## config.mk

```make
export PLATFORM = sky130hd
export DESIGN_NAME = atce_front
export DESIGN_NICKNAME = d
export VERILOG_FILES = /design/src/hdl/atce_pkg.sv /design/src/hdl/atce_front.sv
export SDC_FILE = /design/constraint.sdc
export NUM_CORES = 1
export LEC_CHECK = 0
export ABC_AREA = 1
export BUFFER_PORTS_ARGS = -buffer_cell sky130_fd_sc_hd__buf_2
export CAP_MARGIN = 20
export CELL_PAD_IN_SITES_DETAIL_PLACEMENT = 1
export CELL_PAD_IN_SITES_GLOBAL_PLACEMENT = 2
export CORE_MARGIN = 5
export CORE_UTILIZATION = 30
export CTS_BUF_LIST = sky130_fd_sc_hd__clkbuf_2
export DETAILED_ROUTE_END_ITERATION = 8
export GPL_ROUTABILITY_DRIVEN = 0
export PLACE_DENSITY_LB_ADDON = 0.1
export SLEW_MARGIN = 20
export SYNTH_ARGS = -nofsm -noshare
export SYNTH_HDL_FRONTEND = slang
export SYNTH_SLANG_ARGS = --single-unit
```

## constraint.sdc

```tcl
create_clock -name clk -period 9.1 [get_ports clk]
set_clock_uncertainty 0.1 [all_clocks]
set_input_delay 0.455 -clock clk [delete_from_list [all_inputs] [get_ports clk]]
set_output_delay 0.455 -clock clk [all_outputs]
set_load 0.01 [all_outputs]
```

## src/hdl/atce_pkg.sv

```systemverilog
// Shared types and constants of the text console engine.
package atce_pkg;

  // Fixed field widths of the item ports.
  localparam int IDX_W  = 11;
  localparam int ROW_W  = 5;
  localparam int COL_W  = 7;

  // Byte codes and attribute values.
  localparam logic [7:0] ATTR_RESET = 8'h07;
  localparam logic [7:0] ATTR_SGR0  = 8'h08;
  localparam logic [7:0] BLANK_CHAR = 8'h20;
  localparam logic [7:0] CHAR_ESC   = 8'h1B;
  localparam logic [7:0] CHAR_LF    = 8'h0A;
  localparam logic [7:0] CHAR_LBRK  = 8'h5B;
  localparam logic [7:0] CHAR_SEMI  = 8'h3B;
  localparam logic [7:0] CHAR_ZERO  = 8'h30;
  localparam logic [7:0] CHAR_NINE  = 8'h39;
  localparam logic [7:0] CHAR_SGR   = 8'h6D;
  localparam logic [7:0] CHAR_ERASE = 8'h4A;

  // Command codes of an input item.
  localparam logic CMD_PUT  = 1'b0;
  localparam logic CMD_READ = 1'b1;

  // One input item.
  typedef struct packed {
    logic             command;
    logic [7:0]       byte_in;
    logic [IDX_W-1:0] cell_index;
  } in_item_t;

  // One result item.
  typedef struct packed {
    logic [7:0]       cell_char;
    logic [7:0]       cell_attr;
    logic [ROW_W-1:0] cursor_row;
    logic [COL_W-1:0] cursor_col;
    logic [7:0]       attribute;
  } res_item_t;

  // Operations handed from the parser to the screen engine.
  typedef enum logic [2:0] {
    OP_NOP     = 3'd0,
    OP_READ    = 3'd1,
    OP_TEXT    = 3'd2,
    OP_NEWLINE = 3'd3,
    OP_ERASE   = 3'd4
  } op_kind_t;

  typedef struct packed {
    op_kind_t         kind;
    logic [7:0]       byte_in;
    logic [IDX_W-1:0] cell_index;
    logic [7:0]       attr;
  } op_t;

endpackage

```

## src/hdl/atce_front.sv

```systemverilog
// Byte parser: escape sequences, SGR attribute handling and op classification.
module atce_front #(
  parameter int ESC_LIMIT = 20
) (
  input  logic               clk,
  input  logic               rst_n,
  input  logic               in_valid,
  input  atce_pkg::in_item_t in_item,
  output atce_pkg::op_t      op_item
);

  import atce_pkg::*;

  localparam int KW = $clog2(ESC_LIMIT + 1);

  typedef enum logic [2:0] {
    PH_TEXT  = 3'b001,
    PH_ESC   = 3'b010,
    PH_PARAM = 3'b100
  } phase_t;

  phase_t        phase_r, phase_nxt;
  logic [KW-1:0] count_r, count_nxt;
  logic [7:0]    value_r, value_nxt;
  logic [7:0]    pend_r, pend_nxt;
  logic [7:0]    attr_r, attr_nxt;
  logic [7:0]    b;
  logic [7:0]    digit_val;
  logic [11:0]   acc;
  logic          is_digit;
  op_kind_t      kind;

  // Colour index with bits 0 and 2 exchanged.
  function automatic logic [2:0] swap_colour(input logic [7:0] v);
    return {v[0], v[1], v[2]};
  endfunction

  // Apply one SGR parameter to an attribute.
  function automatic logic [7:0] apply_sgr(input logic [7:0] a, input logic [7:0] v);
    logic [7:0] r;
    r = a;
    case (v) inside
      8'd0:              r = ATTR_SGR0;
      8'd38:             r = {a[7:4], 4'h0};
      8'd48:             r = {4'h0, a[3:0]};
      [8'd30:8'd37]:     r = {a[7:4], 1'b0, swap_colour(v - 8'd30)};
      [8'd40:8'd47]:     r = {1'b0, swap_colour(v - 8'd40), a[3:0]};
      [8'd90:8'd97]:     r = {a[7:4], 1'b1, swap_colour(v - 8'd90)};
      [8'd100:8'd107]:   r = {1'b1, swap_colour(v - 8'd100), a[3:0]};
      default:           r = a;
    endcase
    return r;
  endfunction

  assign b         = in_item.byte_in;
  assign is_digit  = (b >= CHAR_ZERO) && (b <= CHAR_NINE);
  assign digit_val = b - CHAR_ZERO;
  assign acc       = 12'(value_r) * 12'd10 + 12'(digit_val);

  // Parser state update and classification of the item.
  always_comb begin
    phase_nxt = phase_r;
    count_nxt = count_r;
    value_nxt = value_r;
    pend_nxt  = pend_r;
    attr_nxt  = attr_r;
    kind      = OP_NOP;
    if (in_item.command == CMD_READ) begin
      kind = OP_READ;
    end else if (b != 8'h00) begin
      case (phase_r)
        PH_ESC: begin
          if (b == CHAR_LBRK) begin
            phase_nxt = PH_PARAM;
            count_nxt = '0;
            value_nxt = '0;
            pend_nxt  = attr_r;
          end else begin
            phase_nxt = PH_TEXT;
          end
        end
        PH_PARAM: begin
          if (!is_digit && b != CHAR_SEMI) begin
            if (b == CHAR_SGR) begin
              attr_nxt = apply_sgr(pend_r, value_r);
            end else if (b == CHAR_ERASE) begin
              kind = OP_ERASE;
            end
            phase_nxt = PH_TEXT;
            count_nxt = '0;
            value_nxt = '0;
          end else if (count_r >= KW'(ESC_LIMIT)) begin
            // Sequence too long: abandon it.
            phase_nxt = PH_TEXT;
            count_nxt = '0;
            value_nxt = '0;
          end else begin
            count_nxt = count_r + 1'b1;
            if (is_digit) begin
              value_nxt = (acc > 12'd255) ? 8'hFF : acc[7:0];
            end else begin
              pend_nxt  = apply_sgr(pend_r, value_r);
              value_nxt = '0;
            end
          end
        end
        default: begin
          if (b == CHAR_ESC) begin
            phase_nxt = PH_ESC;
          end else if (b == CHAR_LF) begin
            kind = OP_NEWLINE;
          end else begin
            kind = OP_TEXT;
          end
        end
      endcase
    end
  end

  // The op carries the attribute as it stands after this item.
  always_comb begin
    op_item.kind       = kind;
    op_item.byte_in    = b;
    op_item.cell_index = in_item.cell_index;
    op_item.attr       = attr_nxt;
  end

  always_ff @(posedge clk) begin
    if (!rst_n) begin
      phase_r <= PH_TEXT;
      count_r <= '0;
      value_r <= '0;
      pend_r  <= ATTR_RESET;
      attr_r  <= ATTR_RESET;
    end else if (in_valid) begin
      phase_r <= phase_nxt;
      count_r <= count_nxt;
      value_r <= value_nxt;
      pend_r  <= pend_nxt;
      attr_r  <= attr_nxt;
    end
  end

endmodule

```

==> results of run 1 <==
per-stage QoR:
stage | power (mW) | worst slack, ns | cell area, um2
6_report | 0.259 | 5.78 | 3230
5_1_grt | 0.274 | 5.46 | 3230
4_1_cts | 0.264 | 5.77 | 3230
3_5_place_dp | 0.190 | 5.78 | 3190
3_3_place_gp | 0.190 | 5.77 | 3190
2_1_floorplan | 0.181 | 6.21 | 3060
power groups by stage:
| stage | combinational [mW] | clock (mW) | sequential [mW] |
|---|---|---|---|
| 2_1_floorplan | 0.0348 | 0 | 0.146 |
| 3_3_place_gp | 0.0431 | 0 | 0.146 |
| 3_5_place_dp | 0.0436 | 0 | 0.147 |
| 4_1_cts | 0.0437 | 0.0762 | 0.144 |
| 5_1_grt | 0.0486 | 0.0817 | 0.144 |
| 6_report | 0.0425 | 0.0724 | 0.144 |
logic make-up (layout without fill, tap and decap cells):
family | Yosys count | count (layout)
AND/OR/NAND/NOR | 240 | 240
buffers and inverters | 108 | 119
AO/OA/AOI/OAI | 71 | 71
flip-flops | 32 | 32
adder cells (fa/ha/maj) | 29 | 29
XOR/XNOR | 10 | 10
routing by layer:
layer  vias to the layer above  track usage (%)  share of wire [%]
li1                       1562                -                  -
met1                      1390             19.1                 51
met2                        35             24.4                 46
met3                        10             2.24                2.7
met4                         0             2.55               0.71
met5                         -                0                  0
worst max-delay path: cells and delay by family, from the launching register on:
kind	cells	cell delay, ns
AO/OA/AOI/OAI	2	0.50
adder cells (fa/ha/maj)	4	1.43
buffers and inverters	3	0.18
flip-flops	1	0.45
AND/OR/NAND/NOR	6	0.54
registers in the layout, summed over array words and instances, names as in the netlist:
signal and count:
phase_r 3, count_r 5, attr_r 8, pend_r 8, value_r 8
Yosys cell counts (3+ instances only):
library cell / number / area [um2]
o21ai_0: 17 / 85.1
nand3_2: 3 / 30.0
nor3_1: 8 / 40.0
inv_1: 80 / 300
clkbuf_1: 4 / 15.0
buf_4: 19 / 143
o211ai_1: 4 / 30.0
nand2_1: 122 / 458
nand3_1: 36 / 180
xnor2_1: 6 / 52.6
a21oi_1: 37 / 185
nand2_2: 6 / 37.5
nand4_1: 6 / 37.5
a21boi_0: 3 / 22.5
dfxtp_1: 32 / 641
xor2_1: 4 / 35.0
ha_1: 27 / 338
nor2_1: 46 / 173
buf_2: 3 / 15.0
nor2_4: 4 / 45.0
final timing paths:
kind,end,cells after the start
setup reg to reg,value_r[7]$_SDFFE_PN0P_,15
hold / removal,pend_r[3]$_SDFFE_PN0P_,3
setup / recovery,value_r[7]$_SDFFE_PN0P_,15
hold reg to reg,pend_r[2]$_SDFFE_PN1P_,2
layout make-up:
| type | instances | area, um2 | area share (%) |
|---|---|---|---|
| tap | 133 | 166 | 5.15 |
| multi-input combinational | 350 | 1930 | 59.8 |
| timing repair buffer | 30 | 150 | 4.65 |
| sequential | 32 | 641 | 19.8 |
| inverter | 81 | 304 | 9.41 |
| clock buffer | 7 | 35.0 | 1.08 |
| clock inverter | 1 | 3.75 | 0.116 |
placed cells by master (no fill, tap or decap), types with 6 or more instances in the layout:
master / instances
a21oi_1: 37
buf_2: 30
clkbuf_2: 7
dfxtp_1: 32
ha_1: 27
inv_1: 80
nand2_1: 122
nand2_2: 6
nand3_1: 36
nand4_1: 6
nor2_1: 46
nor3_1: 8
o21ai_0: 17
xnor2_1: 6
==> results.ini, run 1 <==
[outcome]
outcome=finished clean

[power]
power.leakage_nw=1.63
max-vdd-ir-drop_uv=40.8
p_sw_share_pct=30.9
power_density_nw_per_um2=80.0
pwr-share-comb_pct=16.5
pwr-share-clk_pct=28.0
seq_power_share_pct=55.5
p_switching_uw=79.8
p_int_uw=179

[critical_path]
cp_common_cell=nand2_1
cp.arrival_ns=3.45
crit_path_end_kind=register
reg2reg_from=value_r[1]$_SDFFE_PN0P_
cp.required_ns=9.24
path_cells=ha_1, ha_1, inv_1, fa_1, inv_1, ha_1, nand2_1, inv_1, nand2_1, nand2_1, nand3_1, o21ai_1, nand3_1, nand2_1, a21oi_1
regToRegSetupSlack_ns=5.78
worstSetupPathType=register to register
critPathLaunch=value_r[1]$_SDFFE_PN0P_
slowest_stage=fa_1
worstSetupStartpointType=register
slowest_delay_ns=0.54
path_max_fanout=9

[synthesis]
synthSimpleGateAreaFrac_pct=34.9
synth_compound_gate_area_share_pct=13.0
syn_nets=542
async_flop_share_pct=0
yosys_warnings=0
synthAdderAreaFrac_pct=12.4
synth_ff_type=dfxtp_1
synth_edf_count=0
syn_avg_cell_area_um2=6.24
synth_area_um2=3060
ys_types=36
synth-xor-area-share_pct=2.86
synth_top_family_by_area=simple AND/OR/NAND/NOR gates
ys_ff_latch=32
syn_inst=490
yosysSeqAreaShare_pct=20.9
muxShareOfSynthArea_pct=0

[route]
final_antenna_net_count=0
dr.pass1.iters=4
drt_wl_total_mm=8.57
wire_per_inst_um=13.5
vias=2997
drt-initial-drc-count=57
viasPerCell=4.73
drc=0

[layout]
drive_gt1_share_pct=11.2
antenna_cells=0
fin_cells=634
syn2layout_area_growth_pct=5.60
fin_nets=552
fillers=1305
final_util_pct=32.7

[clocking]
cts_tree=done
cts_setup_buffers=0
clock_latency_ns=0.38
hold_buffers=0
h-tree-depth=2
clk_path_buf_depth=2
cts.sinks=32
root_buffer=clkbuf_2
numCtsBuffers=5
cts.repair.resized=0
path_clk_slew_ns=0.19

[sta]
max_freq_mhz=302
period_needed_ns=3.32
finalSetupViolCount=0
hold_viol_final=0
drv_slew=0
final.setup.tns_ns=0
slew_headroom_pct=47.7
timing.hold.ws_ns=0.301
worst_slew_pin_slew_ns=0.781
rsz0062_at_grt=no
period_share_pct=36.4

[place]
dp_cells=626
hpwl_mm=7.07
io_buffers=30

[floorplanning]
coreArea_um2=9860
start_util_pct=31.0
ioPinCount=53
die-area_um2=12300
placementRows=36
die_height_um=111
fp.dieW_um=111

[global_routing]
grt_pass1_vias=3120
antenna_found_initial=0
grt_overflow=0
grt_pass1_wl_mm=14.8
grt_usage_pct=14.2
grt_max_degree=21

[hold_path]
hp-class=input pin to register
holdCritStartpoint=rst_n

[flow_run]
max_cap_viol_count=0

Note: power is estimated with default switching activity, not from simulation.
==> run 2, diff against run 1 <==
- clock period: 9.1 -> 3.5 ns (I/O delays scaled with it)
==> run 2 against run 1 <==
Sequential power increased to 2.6 times the previous value. Critical path depth is 2 lower. Utilization increased by 0.51 points. Register-to-register slack worse by 5.5 ns. Fmax grew 4.3%. Wire length rose by 3.8%. Global-route usage increased by 0.61 points. Worst hold slack worse by 0.24 ns. Highest routed layer unchanged. Critical path type unchanged. Final cell count increased by 0.95%. Clock power grew to 2.6 times the previous value. Non-clock buffer count grew 6.
==> results.ini, run 2 (same netlist as run 1, synthesis figures left out) <==
[global_routing]
grt_pass1_wl_mm=15.4
grt_pass1_vias=3130
antenna_found_initial=0
busiest_layer=met2
grt_max_degree=21
grtUsageMet1_pct=19.8
grt_use_met2_pct=25.2
grt_usage_pct=14.9
use_met3_pct=2.57
grt_overflow=0

[layout]
fin_cells=640
final_cell_mix=122 x nand2_1, 80 x inv_1, 45 x nor2_1, 37 x a21oi_1, 36 x nand3_1
drive_gt1_share_pct=12.2
syn2layout_area_growth_pct=7.24
final_common_cell=nand2_1
reg.largest.list=attr_r: 8 flops, pend_r: 8 flops, value_r: 8 flops
fin_nets=558
antenna_cells=0

[sta]
slew_headroom_pct=43.5
drv_slew=0
worst_slew_pin_slew_ns=0.845
period_share_pct=90.9
final.setup.tns_ns=0
period_needed_ns=3.18
hold_viol_final=0
max_freq_mhz=314
finalSetupViolCount=0
rsz0062_at_grt=no

[clocking]
root_buffer=clkbuf_2
cts.sinks=32
clk_path_buf_depth=2
h-tree-depth=2
cts_setup_buffers=0
numCtsBuffers=5
cts_tree=done
clock_latency_ns=0.40
path_clk_slew_ns=0.22

[route]
vias=3055
wire_per_inst_um=13.9
drc=0
final_antenna_net_count=0
drt_wl_total_mm=8.90
dr.pass1.iters=4
drt-initial-drc-count=117
viasPerCell=4.77

[outcome]
outcome=finished clean

[hold_path]
holdCritStartpoint=in_valid
hp-class=input pin to register
hold_depth=3

[floorplanning]
fp.dieW_um=111
die-area_um2=12300
start_util_pct=31.0
placementRows=36
ioPinCount=53
die_height_um=111
coreArea_um2=9860

[critical_path]
cp.required_ns=3.65
worstSetupPathType=register to register
path_max_fanout=9
crit_path_end_kind=register
reg2reg_from=value_r[3]$_SDFFE_PN0P_
cp.arrival_ns=3.33
worstSetupStartpointType=register
reg2reg_depth=13
critPathLaunch=value_r[3]$_SDFFE_PN0P_

[place]
dp_cells=631
hpwl_mm=7.24
io_buffers=30

[power]
power_density_nw_per_um2=205
power.leakage_nw=1.66
max-vdd-ir-drop_uv=75.4

[flow_run]
max_cap_viol_count=0

==> run 2: cell count changes in the layout (fill, tap and decap cells not counted), sizes merged <==
cell / delta
buf: +5
dlygate4sd3: +1
clkinv: +2
clkbuf: -2
==> run 2: area by class of cell <==
class / instances / area, um2
repair buffers: 36 / 198
well taps: 133 / 166
flip-flops and latches: 32 / 641
multi-input cells: 350 / 1930
inverters: 81 / 304
fillers: 1304 / 6580
clock inverters: 3 / 13.8
clock buffers: 5 / 25.0
==> run 2: layer usage <==
layer / share of wire, % / wire length [um] / vias up
li1: - / - / 1570
met1: 49 / 4360 / 1429
met2: 46 / 4140 / 48
met3: 3.3 / 293 / 8
met4: 1.2 / 105 / 0
met5: 0 / 0 / -
==> run 2: path summary, 6_finish.rpt <==
kind | endpoint | slack (ns)
min reg2reg | attr_r[2]$_SDFFE_PN1P_ | 0.40
max reg2reg | value_r[7]$_SDFFE_PN0P_ | 0.32
max | value_r[7]$_SDFFE_PN0P_ | 0.32
min | attr_r[0]$_SDFFE_PN1P_ | 0.06
==> run 2: critical path, stage by stage, from the launching register on <==
cell and delay (ns):
dfxtp_1 0.45, ha_1 0.32, ha_1 0.19, inv_1 0.07, fa_1 0.45, xnor2_1 0.18
ha_1 0.38, nand2_1 0.09, or3_1 0.31, nand2_1 0.09, xor2_1 0.18, nand3_1 0.09
nand2_1 0.07, a21oi_1 0.06
==> run 2: what timing repair did <==
action / 4_1_cts / 5_1_grt
resized for setup: 0 / 1
hold endpoints to repair: 3 / 0
setup endpoints to repair: 0 / 8
hold buffers: 1 / 0
==> run 2: per-stage QoR <==
step                setup WS (ns)  util (%)  instance area [um2]  total power, mW  hold slack (ns)
CTS                         0.205      33.2                 3280            0.684           0.0440
detailed placement          0.271      32.7                 3230            0.493            0.250
global placement            0.317      32.7                 3230            0.492            0.250
finish                      0.319      33.3                 3280            0.673           0.0618
global route               0.0336      33.3                 3280            0.717           0.0336
floorplan                   0.615         -                 3060            0.471            0.265
==> run 2: where the power goes <==
| group | internal (mW) | total, mW | switching, mW |
|---|---|---|---|
| clock | 0.0448 | 0.188 | 0.143 |
| combinational | 0.0413 | 0.111 | 0.0698 |
| sequential | 0.371 | 0.374 | 0.00297 |
| total | 0.457 | 0.673 | 0.216 |
