File: config.mk
export PLATFORM = sky130hd
export DESIGN_NAME = atce_queue
export DESIGN_NICKNAME = d
export VERILOG_FILES = /design/src/hdl/atce_queue.sv
export SDC_FILE = /design/constraint.sdc
export NUM_CORES = 1
export LEC_CHECK = 0
export BUFFER_PORTS_ARGS = -buffer_cell sky130_fd_sc_hd__buf_2
export CAP_MARGIN = 25
export CORE_AREA = 2 2 39 41
export CTS_CLUSTER_SIZE = 40
export DETAILED_ROUTE_END_ITERATION = 6
export DIE_AREA = 0 0 41 43
export GPL_TIMING_DRIVEN = 0
export PLACE_DENSITY = 0.45
export RECOVER_POWER = 25
export SLEW_MARGIN = 20
export SYNTH_ARGS = -nofsm -noshare
export SYNTH_HDL_FRONTEND = slang
export SYNTH_SLANG_ARGS = --single-unit
export TNS_END_PERCENT = 100
File: constraint.sdc
create_clock -name clk -period 1.7 [get_ports clk]
set_input_delay 0.255 -clock clk [delete_from_list [all_inputs] [get_ports clk]]
set_output_delay 0.255 -clock clk [all_outputs]
set_load 0.01 [all_outputs]
File: src/hdl/atce_queue.sv
// Small register queue used between the console stages.
module atce_queue #(
  parameter type item_t = logic,
  parameter int  DEPTH  = 2
) (
  input  logic  clk,
  input  logic  rst_n,
  input  logic  push,
  input  item_t push_item,
  output logic  full,
  input  logic  pop,
  output item_t pop_item,
  output logic  empty
);

  localparam int PW = (DEPTH > 1) ? $clog2(DEPTH) : 1;
  localparam int NW = $clog2(DEPTH + 1);

  item_t          slot_r [DEPTH];
  logic [PW-1:0]  wr_r, wr_nxt;
  logic [PW-1:0]  rd_r, rd_nxt;
  logic [NW-1:0]  cnt_r, cnt_nxt;
  logic           do_push, do_pop;

  assign full     = (cnt_r == NW'(DEPTH));
  assign empty    = (cnt_r == '0);
  assign pop_item = slot_r[rd_r];
  assign do_push  = push && !full;
  assign do_pop   = pop && !empty;

  // Pointer and fill count update.
  always_comb begin
    wr_nxt  = wr_r;
    rd_nxt  = rd_r;
    cnt_nxt = cnt_r;
    if (do_push) begin
      wr_nxt = (wr_r == PW'(DEPTH - 1)) ? '0 : wr_r + 1'b1;
    end
    if (do_pop) begin
      rd_nxt = (rd_r == PW'(DEPTH - 1)) ? '0 : rd_r + 1'b1;
    end
    if (do_push && !do_pop) begin
      cnt_nxt = cnt_r + 1'b1;
    end else if (do_pop && !do_push) begin
      cnt_nxt = cnt_r - 1'b1;
    end
  end

  always_ff @(posedge clk) begin
    if (!rst_n) begin
      wr_r  <= '0;
      rd_r  <= '0;
      cnt_r <= '0;
    end else begin
      wr_r  <= wr_nxt;
      rd_r  <= rd_nxt;
      cnt_r <= cnt_nxt;
    end
  end

  // Storage slots need no reset.
  always_ff @(posedge clk) begin
    if (do_push) begin
      slot_r[wr_r] <= push_item;
    end
  end

endmodule

==> results of run 1 <==
==> where the power goes <==
part	internal, mW	switching, mW
clock network	0.0895	0.0595
logic	0.126	0.115
registers	0.226	0.0360
total	0.441	0.210
==> per-layer routing <==
| metal | global-route usage (%) | routed length, um | share of wire, % |
|---|---|---|---|
| met1 | 6.84 | 206 | 43 |
| met2 | 10.0 | 248 | 51 |
| met3 | 6.28 | 27 | 5.6 |
| met4 | 4.00 | 0 | 0 |
| met5 | 0 | 0 | 0 |
==> cells by family (layout without fill, tap and decap cells) <==
family | after synthesis | after routing | share of synthesized area, %
buf+inv | 2 | 13 | 2.46
xor+xnor | 3 | 3 | 8.61
simple gates | 9 | 9 | 18.0
fa+ha+maj | 1 | 1 | 4.10
flops | 7 | 7 | 52.5
compound gates | 5 | 5 | 10.7
mux | 1 | 1 | 3.69
==> per-stage QoR <==
step / utilization, % / area [um2]
2_1_floorplan: - / 305
3_3_place_gp: 26.0 / 360
3_5_place_dp: 26.0 / 360
4_1_cts: 27.9 / 387
5_1_grt: 28.0 / 388
6_report: 28.0 / 388
==> cell usage in the layout (no fill, tap or decap), types with 2 or more instances in the layout <==
cell                       count
sky130_fd_sc_hd__and2_1        3
sky130_fd_sc_hd__buf_2         7
sky130_fd_sc_hd__clkbuf_4      3
sky130_fd_sc_hd__dfxtp_1       4
sky130_fd_sc_hd__edfxtp_1      2
sky130_fd_sc_hd__nor2_1        2
sky130_fd_sc_hd__o21ai_0       2
sky130_fd_sc_hd__xnor2_1       2
==> worst paths after layout <==
kind         startpoint        end  depth (start not counted)
max            cnt_r[0]   cnt_r[1]                          6
min           push_item  slot_r[1]                          1
max reg2reg    cnt_r[0]   cnt_r[1]                          6
min reg2reg    cnt_r[1]   cnt_r[1]                          2
==> area by class of cell <==
class,instances,area share [%]
flip-flops and latches,7,41.6
multi-input cells,19,35.5
repair buffers,7,9.03
clock buffers,4,6.77
well taps,16,5.16
inverters,2,1.94
==> critical path: stages, from the launching register on <==
cell and delay (ps):
sky130_fd_sc_hd__dfxtp_2 370, sky130_fd_sc_hd__nand2b_1 170, sky130_fd_sc_hd__inv_2 60, sky130_fd_sc_hd__nor2_1 120, sky130_fd_sc_hd__ha_1 270, sky130_fd_sc_hd__or3_1 350
sky130_fd_sc_hd__a21boi_1 130
==> results.txt, run 1 <==
- In this run the number of H-tree levels came out at 1.
- Among all flip-flop cells after synthesis, the most frequent one is sky130_fd_sc_hd__dfxtp_1.
- Final worst setup slack: roughly 160 ps
- Combined flip-flop and latch cell area: 161 um2
* Post-CTS Repair Setup Buffers: 0
* Clock root buffer master: sky130_fd_sc_hd__clkbuf_4
* Number of unique standard cell types used by synthesis: 19
- Insertion delay to the later sink of the worst-skew pair: approximately 250 ps
* Fraction of final layout cells with drive strength greater than 1: between 30% and 40%
- Total length of routed wires: 483 um
- Via density per instance: about 4.1
- Max-cap violations in this run came to 0.
- Flops & latches, synth: 7
- The number of antenna violations at the first check in global routing is 0.
- The biggest area contributor in the post-synthesis netlist is sky130_fd_sc_hd__dfxtp_1.
* Portion of synthesized cell area occupied by the leading cell type: 32.8%
- Layout overhead on the synthesized area: 27.0%
- Max-slew violation total from the final report: 0
- Fmax: between 600 and 700 MHz
* Clock tree from TritonCTS: yes
- In the final routed layout, each cell accounts on average for approximately 8.8 um.
* First-pass iteration count of the detailed router: 1
- At the worst endpoint, the required time is ~1900 ps.
* Cells after synthesis: 28
* Synth async-reset ratio: 0%
* Worst endpoint data arrival time: 1730 ps
* Type of destination of the critical path: register
- In this run the deepest clock path goes through 2 buffers.
- TritonCTS created 3 clock buffers.
* Row count: 14
- Worst Hold Margin: roughly 190 ps
* Aggregate global-route resource usage: under 10%
* Total count of hold-check failures in the final report: 0
* Leading cell type by number of instances after synthesis: sky130_fd_sc_hd__dfxtp_1
- Summing all multi-input logic gate instances after layout gives 138 um2.
* Buffers added on ports: 7
- Startpoint class of the critical path: register
- Yosys attributes the largest share of cell area to sky130_fd_sc_hd__dfxtp_1 33%, sky130_fd_sc_hd__edfxtp_1 20%, sky130_fd_sc_hd__and2_1 6.1%, sky130_fd_sc_hd__xnor2_1 5.7%, sky130_fd_sc_hd__ha_1 4.1%.
* Fin nets: 46
* Number of design-rule violations left by the first detailed-router iteration: 0
* Static leakage: around 0.17 nW
- Power Density: ~1700 nW/um2
* Critical path class: register to register
- The layout has ~150 filler cells.
- Post-CTS repair changed the size of 0 cells.
- Placer Congestion: approximately 0.67
* Synthesized area divided by synthesized cell count: ~11 um2
- Adding up every negative setup slack in the final design gives 0 ps.
* Nets in the synthesized netlist: 34
- In this run the register-to-register setup slack is around 160 ps.
- The via count of the first global-routing pass was ~200.
- The clock drives 7 sinks.
* Via count: around 230
* X dimension of the die: a little over 40 um
- The detail route stage leaves a number of antenna-violating nets equal to 0.
- Number of top-level design ports: 8
- Cell types with the highest counts after synthesis: 5 x sky130_fd_sc_hd__dfxtp_1, 3 x sky130_fd_sc_hd__and2_1, 2 x sky130_fd_sc_hd__edfxtp_1, 2 x sky130_fd_sc_hd__nor2_1, 2 x sky130_fd_sc_hd__xnor2_1
* Clock transition at the register clock pins on the worst setup and hold paths after CTS: 60 ps
- The flow ran to the end, and the final reports show no timing, DRC or antenna violations.
* Starting utilization of the core area: roughly 22%
- Cell count after placement: between 50 and 60
- The worst path in the final design needs a cycle of 1540 ps, including I/O delays and setup.
- Counting flops with a built-in enable in the synthesized netlist gives 2.
- Min-Delay Path Class: input port to register
- Largest net degree at the start of global routing: 6
* Unrepaired setup endpoints after global routing: no
- Global-route wire length before repair: 779 um
* Area of the placeable core: 1380 um2
* Largest clock skew in the final design: 7.37 ps
- The die covers roughly 1800 um2.
* Critical Path Fanout Max: 5
- Total inserted antenna cells: 0
* Total power consumption of the routed design: approximately 650 uW
* Hold buffers post-CTS: 0
- Global route overflow: 0
- Total of warnings raised by yosys: 0
- Number of setup violations in the final report: 0
- Minimum setup slack after placement: approximately 72 ps
- Across the VDD grid, the largest voltage drop is ~370 uV.
* Post-synthesis instance area: 305 um2
* Tightest slew margin relative to the limit: 78.4%
* Detailed Place HPWL: about 400 um
* Post-Layout Cell Count: 55
* DIE HEIGHT: about 43 um
- # DRC: 0
* Slew at the pin closest to its max-slew limit: roughly 320 ps
- Dividing the final minimum period by the clock period gives around nine tenths.
* Sequential cell area fraction in the yosys report: about 52%
Note: power is estimated with default switching activity, not from simulation.
==> run 2: changes to the inputs <==
--- a/config.mk
+++ b/config.mk
@@ -8,10 +8,12 @@
 export BUFFER_PORTS_ARGS = -buffer_cell sky130_fd_sc_hd__buf_2
 export CAP_MARGIN = 25
 export CORE_AREA = 2 2 39 41
+export CTS_BUF_LIST = sky130_fd_sc_hd__clkbuf_4
 export CTS_CLUSTER_SIZE = 40
 export DETAILED_ROUTE_END_ITERATION = 6
 export DIE_AREA = 0 0 41 43
 export GPL_TIMING_DRIVEN = 0
+export MAX_ROUTING_LAYER = met4
 export PLACE_DENSITY = 0.45
 export RECOVER_POWER = 25
 export SLEW_MARGIN = 20
==> run 2 against run 1 <==
Compared with the run above: critical endpoint unchanged; count of clock-buffer cells in the layout did not move; global-route usage rose by 0.28 points; power rose by 2.5%; sequential cell count did not move; first-iteration DRC count is the same; worst setup slack worse by 0.80 ps; wire length grew 0.21%; die area did not move; sequential share of layout area decreased by 0.40 points; final cell count is the same.
==> results.txt, run 2 (synthesized netlist as in run 1, its figures left out) <==
- Largest net degree at the start of global routing: 6
* Int Pwr: between 400 and 500 uW
- Fin nets: 46
- The clock passes through at most 2 buffers.
- Flop2flop setup slack: 160 ps
* Detailed Place HPWL: 405 um
- For this run the aggregate overflow at the end of global routing stands at 0.
- The post-route netlist has between 30% and 40% of its cells at a drive strength greater than 1.
- Aggregate global-route resource usage: between 7 and 8%
- Power share of the clock group: about 25%
* Part of the total power dissipated in sequential elements: approximately 39%
- The area growth from synthesis to layout is 28.3%.
- After layout, the worst setup slack is 158 ps.
- Most used cells in the layout excluding fill and tap cells: 7 x sky130_fd_sc_hd__buf_2, 4 x sky130_fd_sc_hd__dfxtp_1, 4 x sky130_fd_sc_hd__clkbuf_4, 3 x sky130_fd_sc_hd__and2_1
- Number of top-level design ports: 8
* Static leakage: 0.171 nW
- The worst setup path is captured at a register.
- Post-Layout Cell Count: between 50 and 60
* Logic depth of the worst register-to-register path: 6
- Worst Hold Margin: 192 ps
- Placer Congestion: between 0.6 and 0.7
* Largest vdd supply drop: 392 uV
- Source of the worst register-to-register timing path: cnt_r[0]
- Tightest slew margin relative to the limit: around 80%
* Number of nets with antenna violations after routing: 0
* Total inserted antenna cells: 0
* Cell breakdown of the critical path: nand2b_1 -> inv_2 -> nor2_1 -> ha_1 -> or3_1 -> a21boi_1
- The completed layout was analyzed and its total power is around 670 uW.
* Worst endpoint data arrival time: ~1700 ps
* Total length of routed wires: 484 um
* Startpoint class of the critical path: register
- # DRC: 0
- Area of the die: between 1500 and 2000 um2
* Number of design-rule violations left by the first detailed-router iteration: 0
- For this design, the sink count on the clock tree is 7.
- Result of the run: completed
* Via density per instance: 4.16
- Clock transition at the register clock pins on the worst setup and hold paths after CTS: about 60 ps
- Gates resized during post-CTS repair numbered 0.
- The number of antenna violations at the first check in global routing is 0.
* X dimension of the die: slightly above 40 um
- After floorplanning, the core was sized to cover 1380 um2.
- The analysis attributes to net switching a power of roughly 210 uW.
* Min-Delay Endpoint: slot_r[1]
- For this run, the detailed router's first-pass iteration total came to 1.
* Critical-path cell with the highest stage delay: sky130_fd_sc_hd__dfxtp_2
* Max-slew violation total from the final report: 0
* WP data required: 1880 ps
- In this run the power density over the cells is ~1700 nW/um2.
* Max stage delay on crit path: approximately 370 ps
- Sw frac: 31.6%
- Via count: about 230
- Hold buffers post-CTS: 0
* Clock root buffer master: sky130_fd_sc_hd__clkbuf_4
- Setup repair after global routing left no endpoint under its margin.
- Combined flip-flop and latch cell area: between 150 and 200 um2
- Along the worst path, the maximum fanout reaches 5.
- TritonCTS built the clock tree.
- Number of setup violations in the final report: 0
* Insertion delay to the later sink of the worst-skew pair: between 200 and 300 ps
- Leaving out fill and tap cells, the most frequent cell in the layout is sky130_fd_sc_hd__buf_2.
- Once layout is complete, the utilization of the core stands at 28.3%.
- Dividing the detail-routed wire length by the instance count gives 8.80 um.
- Total count of hold-check failures in the final report: 0
- The initialized floorplan defines 14 standard-cell rows.
* Largest clock skew in the final design: 6.79 ps
- Hold-critical path depth: 1
* Minimum setup slack after placement: just over 70 ps
- # Max-Cap Violations: 0
- Combinational fraction of design power: between 30% and 40%
- The number of placed instances, taps included, is 51.
* Cts bufs inserted: 3
- Final-layout fill cell count: about 150
* Final critical-path share of the clock period: about nine tenths
- Post-CTS Repair Setup Buffers: 0
- In this run the critical register-to-register path is captured at cnt_r[1].
- Final sum of negative setup slack: 0 ps
- Critical path class: register to register
- Summing all multi-input logic gate instances after layout gives around 140 um2.
- Area of all placed cells without fillers: a little under 400 um2
* Fmax: 649 MHz
- The min-delay analysis places its worst path in the category input port to register.
- Final critical delay including setup and external delays: 1540 ps
- H-tree depth: 1
- Global-route wire length before repair: around 800 um
- During placement, the flow inserted port buffers numbering 7.
* Worst Min Path Start: push_item
- Area after detailed placement: approximately 360 um2
- Starting utilization of the core area: between 20 and 25%
- The via count of the first global-routing pass is ~200.
* DIE HEIGHT: about 43 um
- For the pin with the worst max-slew slack, the measured transition is roughly 320 ps.
[run 2: worst max-delay path: cells and delay by family (launching register included)]
kind	cells	cell delay (ps)
AND/OR/NAND/NOR	3	640
flip-flops	1	370
adder cells (fa/ha/maj)	1	270
AO/OA/AOI/OAI	1	130
buffers and inverters	1	60
[run 2: layout make-up]
class	instances	area share, %
repair buffers	7	8.95
flip-flops and latches	7	41.2
clock buffers	4	7.67
well taps	16	5.11
multi-input cells	19	35.1
inverters	2	1.92
[run 2: worst max path at each step]
stage,startpoint,endpoint,slack (ps),cells past startpoint
4_1_cts,cnt_r[0],cnt_r[1],50,6
3_3_place_gp,cnt_r[0],cnt_r[1],170,6
5_1_grt,cnt_r[0],cnt_r[1],50,6
2_1_floorplan,cnt_r[0],cnt_r[1],230,6
6_report,cnt_r[0],cnt_r[1],160,6
3_5_place_dp,cnt_r[0],cnt_r[1],70,6
[run 2: power by group through the flow]
stage	clock, mW	combinational (mW)	sequential, mW
global route	0.185	0.270	0.269
global placement	0	0.234	0.261
floorplan	0	0.184	0.256
finish	0.165	0.240	0.262
CTS	0.171	0.247	0.262
detailed placement	0	0.246	0.265
[run 2: layer usage]
metal  global-route usage, %  share of wire [%]  vias to the layer above
li1                        -                  -                      119
met1                    6.84                 43                      105
met2                    10.3                 51                        5
met3                    6.28                5.6                        0
met4                    4.00                  0                        0
met5                       -                  0                        -
==> run 3: changes to the inputs <==
--- a/config.mk
+++ b/config.mk
@@ -5,16 +5,16 @@
 export SDC_FILE = /design/constraint.sdc
 export NUM_CORES = 1
 export LEC_CHECK = 0
-export BUFFER_PORTS_ARGS = -buffer_cell sky130_fd_sc_hd__buf_2
 export CAP_MARGIN = 25
 export CORE_AREA = 2 2 39 41
 export CTS_BUF_LIST = sky130_fd_sc_hd__clkbuf_4
 export CTS_CLUSTER_SIZE = 40
 export DETAILED_ROUTE_END_ITERATION = 6
 export DIE_AREA = 0 0 41 43
+export DONT_BUFFER_PORTS = 1
 export GPL_TIMING_DRIVEN = 0
 export MAX_ROUTING_LAYER = met4
-export PLACE_DENSITY = 0.45
+export PLACE_DENSITY = 0.4
 export RECOVER_POWER = 25
 export SLEW_MARGIN = 20
 export SYNTH_ARGS = -nofsm -noshare
==> run 3 against run 2 <==
Compared with the run above: non-clock buffer count shrank 7; critical path depth stayed put; sequential cell count unchanged; global-route usage up 0.52 points; critical endpoint unchanged; largest power group unchanged.
==> results.txt, run 3 (synthesized netlist as in run 1, its figures left out) <==
* H-tree depth: 1
* Layout overhead on the synthesized area: 16.8%
- The die is between 40 and 50 um wide.
* Clock transition at the register clock pins on the worst setup and hold paths after CTS: roughly 50 ps
- Buffers added on ports: 0
- DIE HEIGHT: between 40 and 50 um
- The worst hold path begins at push_item.
* Min-Delay Endpoint: slot_r[0]
* Cts bufs inserted: 3
- Starting utilization of the core area: about 22%
- Counting I/O delays and the setup requirement, the final critical path takes between 1500 and 2000 ps.
* Total length of routed wires: 505 um
- Along the worst hold path, the cell count comes to 0.
- Via count of the first global-routing pass: slightly below 200
* Worst endpoint data arrival time: between 1500 and 2000 ps
- Aggregate global-route resource usage: 7.96%
- The longest clock path from root to sink contains 2 buffers.
* Total count of hold-check failures in the final report: 0
- The worst path meets setup with between 100 and 150 ps of slack.
- The worst-case IR drop observed on VDD is 538 uV.
- Area of all placed cells without fillers: between 300 and 400 um2
- In the global route stage, met2 resource usage came out at 10.9%.
- Clock tree synthesis found a total of 7 sinks.
- Result of the run: completed
* Fraction of met1 tracks used by global routing: approximately 6.5%
- Static leakage: ~0.14 nW
- Max-slew violation total from the final report: 0
* Power Density: 1770 nW/um2
- For met3 alone, demand over resource in global routing was under 10%.
- Entering global routing, the biggest net connects 6 pins.
- Setup violations remaining at the end of the flow were counted as 0.
- The floorplan step defined a die boundary enclosing ~1800 um2.
- Initial antenna violation count: 0
- Buffers added to address setup during post-CTS repair amount to 0.
- Traced cell by cell, the critical path runs through nand2b_1 -> inv_2 -> nor2_1 -> ha_1 -> or3_1 -> a21boi_1.
- Via density per instance: 4.21
- WP data required: ~1900 ps
- Total power consumption of the routed design: about 630 uW
* Unrepaired setup endpoints after global routing: no
* Final critical-path share of the clock period: 91.2%
- Fin nets: 39
* Clock root buffer master: sky130_fd_sc_hd__clkbuf_4
* Type of destination of the critical path: register
* Largest clock skew in the final design: roughly 4.3 ps
- Routed wire length per instance: 10.5 um
* Critical Path Fanout Max: 5
* Number of top-level design ports: 8
- After floorplanning, the core was divided into 14 placement rows.
* Slew at the pin closest to its max-slew limit: ~340 ps
- Across the run, the number of max-cap violations was 0.
- Tightest slew margin relative to the limit: 77.4%
- Area after detailed placement: about 330 um2
- Leaving out fill and tap cells, the most frequent cells in the layout are 4 x sky130_fd_sc_hd__dfxtp_1, 4 x sky130_fd_sc_hd__clkbuf_4, 3 x sky130_fd_sc_hd__and2_1.
* Via count: just over 200
- The worst register-to-register path begins at cnt_r[0].
- The repair_antennas step left the layout with diodes totalling 0.
- The worst setup path is launched from a register.
- For this design, the slowest cell found on the critical path is sky130_fd_sc_hd__or3_1.
- Global-route wire length before repair: roughly 830 um
* Reg-to-Reg End: cnt_r[1]
* # DRC: 0
* Hold buffers post-CTS: 0
- Minimum setup slack after placement: 71.6 ps
* Number of nets with antenna violations after routing: 0
* Critical path class: register to register
- The core region is approximately 1400 um2.
* Final sum of negative setup slack: 0 ps
* Number of design-rule violations left by the first detailed-router iteration: 0
* First-pass iteration count of the detailed router: 1
- The setup check on the worst reg-to-reg path leaves a slack of between 100 and 150 ps.
- The worst hold path belongs to the class input port to register.
* Most used routing layer: met2
* Clock tree from TritonCTS: yes
- Cells with a size suffix above 1 make up about a quarter of the layout.
* Logic depth of the worst register-to-register path: 6
- At the end of routability-driven placement, the weighted congestion stood at 0.724.
- Insertion delay to the later sink of the worst-skew pair: around 250 ps
- Global route overflow: 0
* Max stage delay on crit path: approximately 350 ps
- Fmax: between 600 and 700 MHz
run 3: changes by cell type in the layout (fill, tap and decap cells not counted), sizes merged:
cell	previous run	this run
buf	7	0
run 3: routing by layer:
layer / part of all wire, % / wire [um]
met4: 0 / 0
met5: 0 / 0
met3: 9.7 / 49
met2: 53 / 266
met1: 37 / 188
run 3: cell type report:
type | count | area (um2)
tap | 16 | 20.0
fill | 144 | 1030
inverter | 2 | 7.51
clock buffer | 4 | 30.0
multi-input combinational | 19 | 138
sequential | 7 | 161
run 3: worst max-delay path, delay by kind of cell (launching register included):
kind | cells | cell delay (ps)
simple gates | 3 | 590
flops | 1 | 340
fa+ha+maj | 1 | 300
compound gates | 1 | 140
buf+inv | 1 | 110
run 3: worst max path at each step:
stage               startpoint       end  depth (start not counted)
CTS                   cnt_r[0]  cnt_r[1]                          6
floorplan             cnt_r[0]  cnt_r[1]                          6
detailed placement    cnt_r[0]  cnt_r[1]                          6
global placement      cnt_r[0]  cnt_r[1]                          6
finish                cnt_r[0]  cnt_r[1]                          6
global route          cnt_r[1]  cnt_r[1]                          4
run 3: stage by stage:
step                      instances  utilization [%]  hold WS [ps]
final                            48             25.8          98.8
after global routing             48             25.8          74.9
after CTS                        48             25.7          87.2
after detailed placement         44             23.5           354
after global placement           44             23.5           354
after floorplan                  28                -           354
run 3: what timing repair did:
item | 4_1_cts | 5_1_grt
hold endpoints to repair | 0 | 0
gates resized for setup | 0 | 1
endpoints found under the setup margin | 0 | 1
run 3: report_power, final:
part / total [mW] / switching, mW / internal [mW]
Combinational: 0.206 / 0.105 / 0.101
Sequential: 0.263 / 0.0371 / 0.226
Clock: 0.163 / 0.0578 / 0.105
Total: 0.633 / 0.200 / 0.432
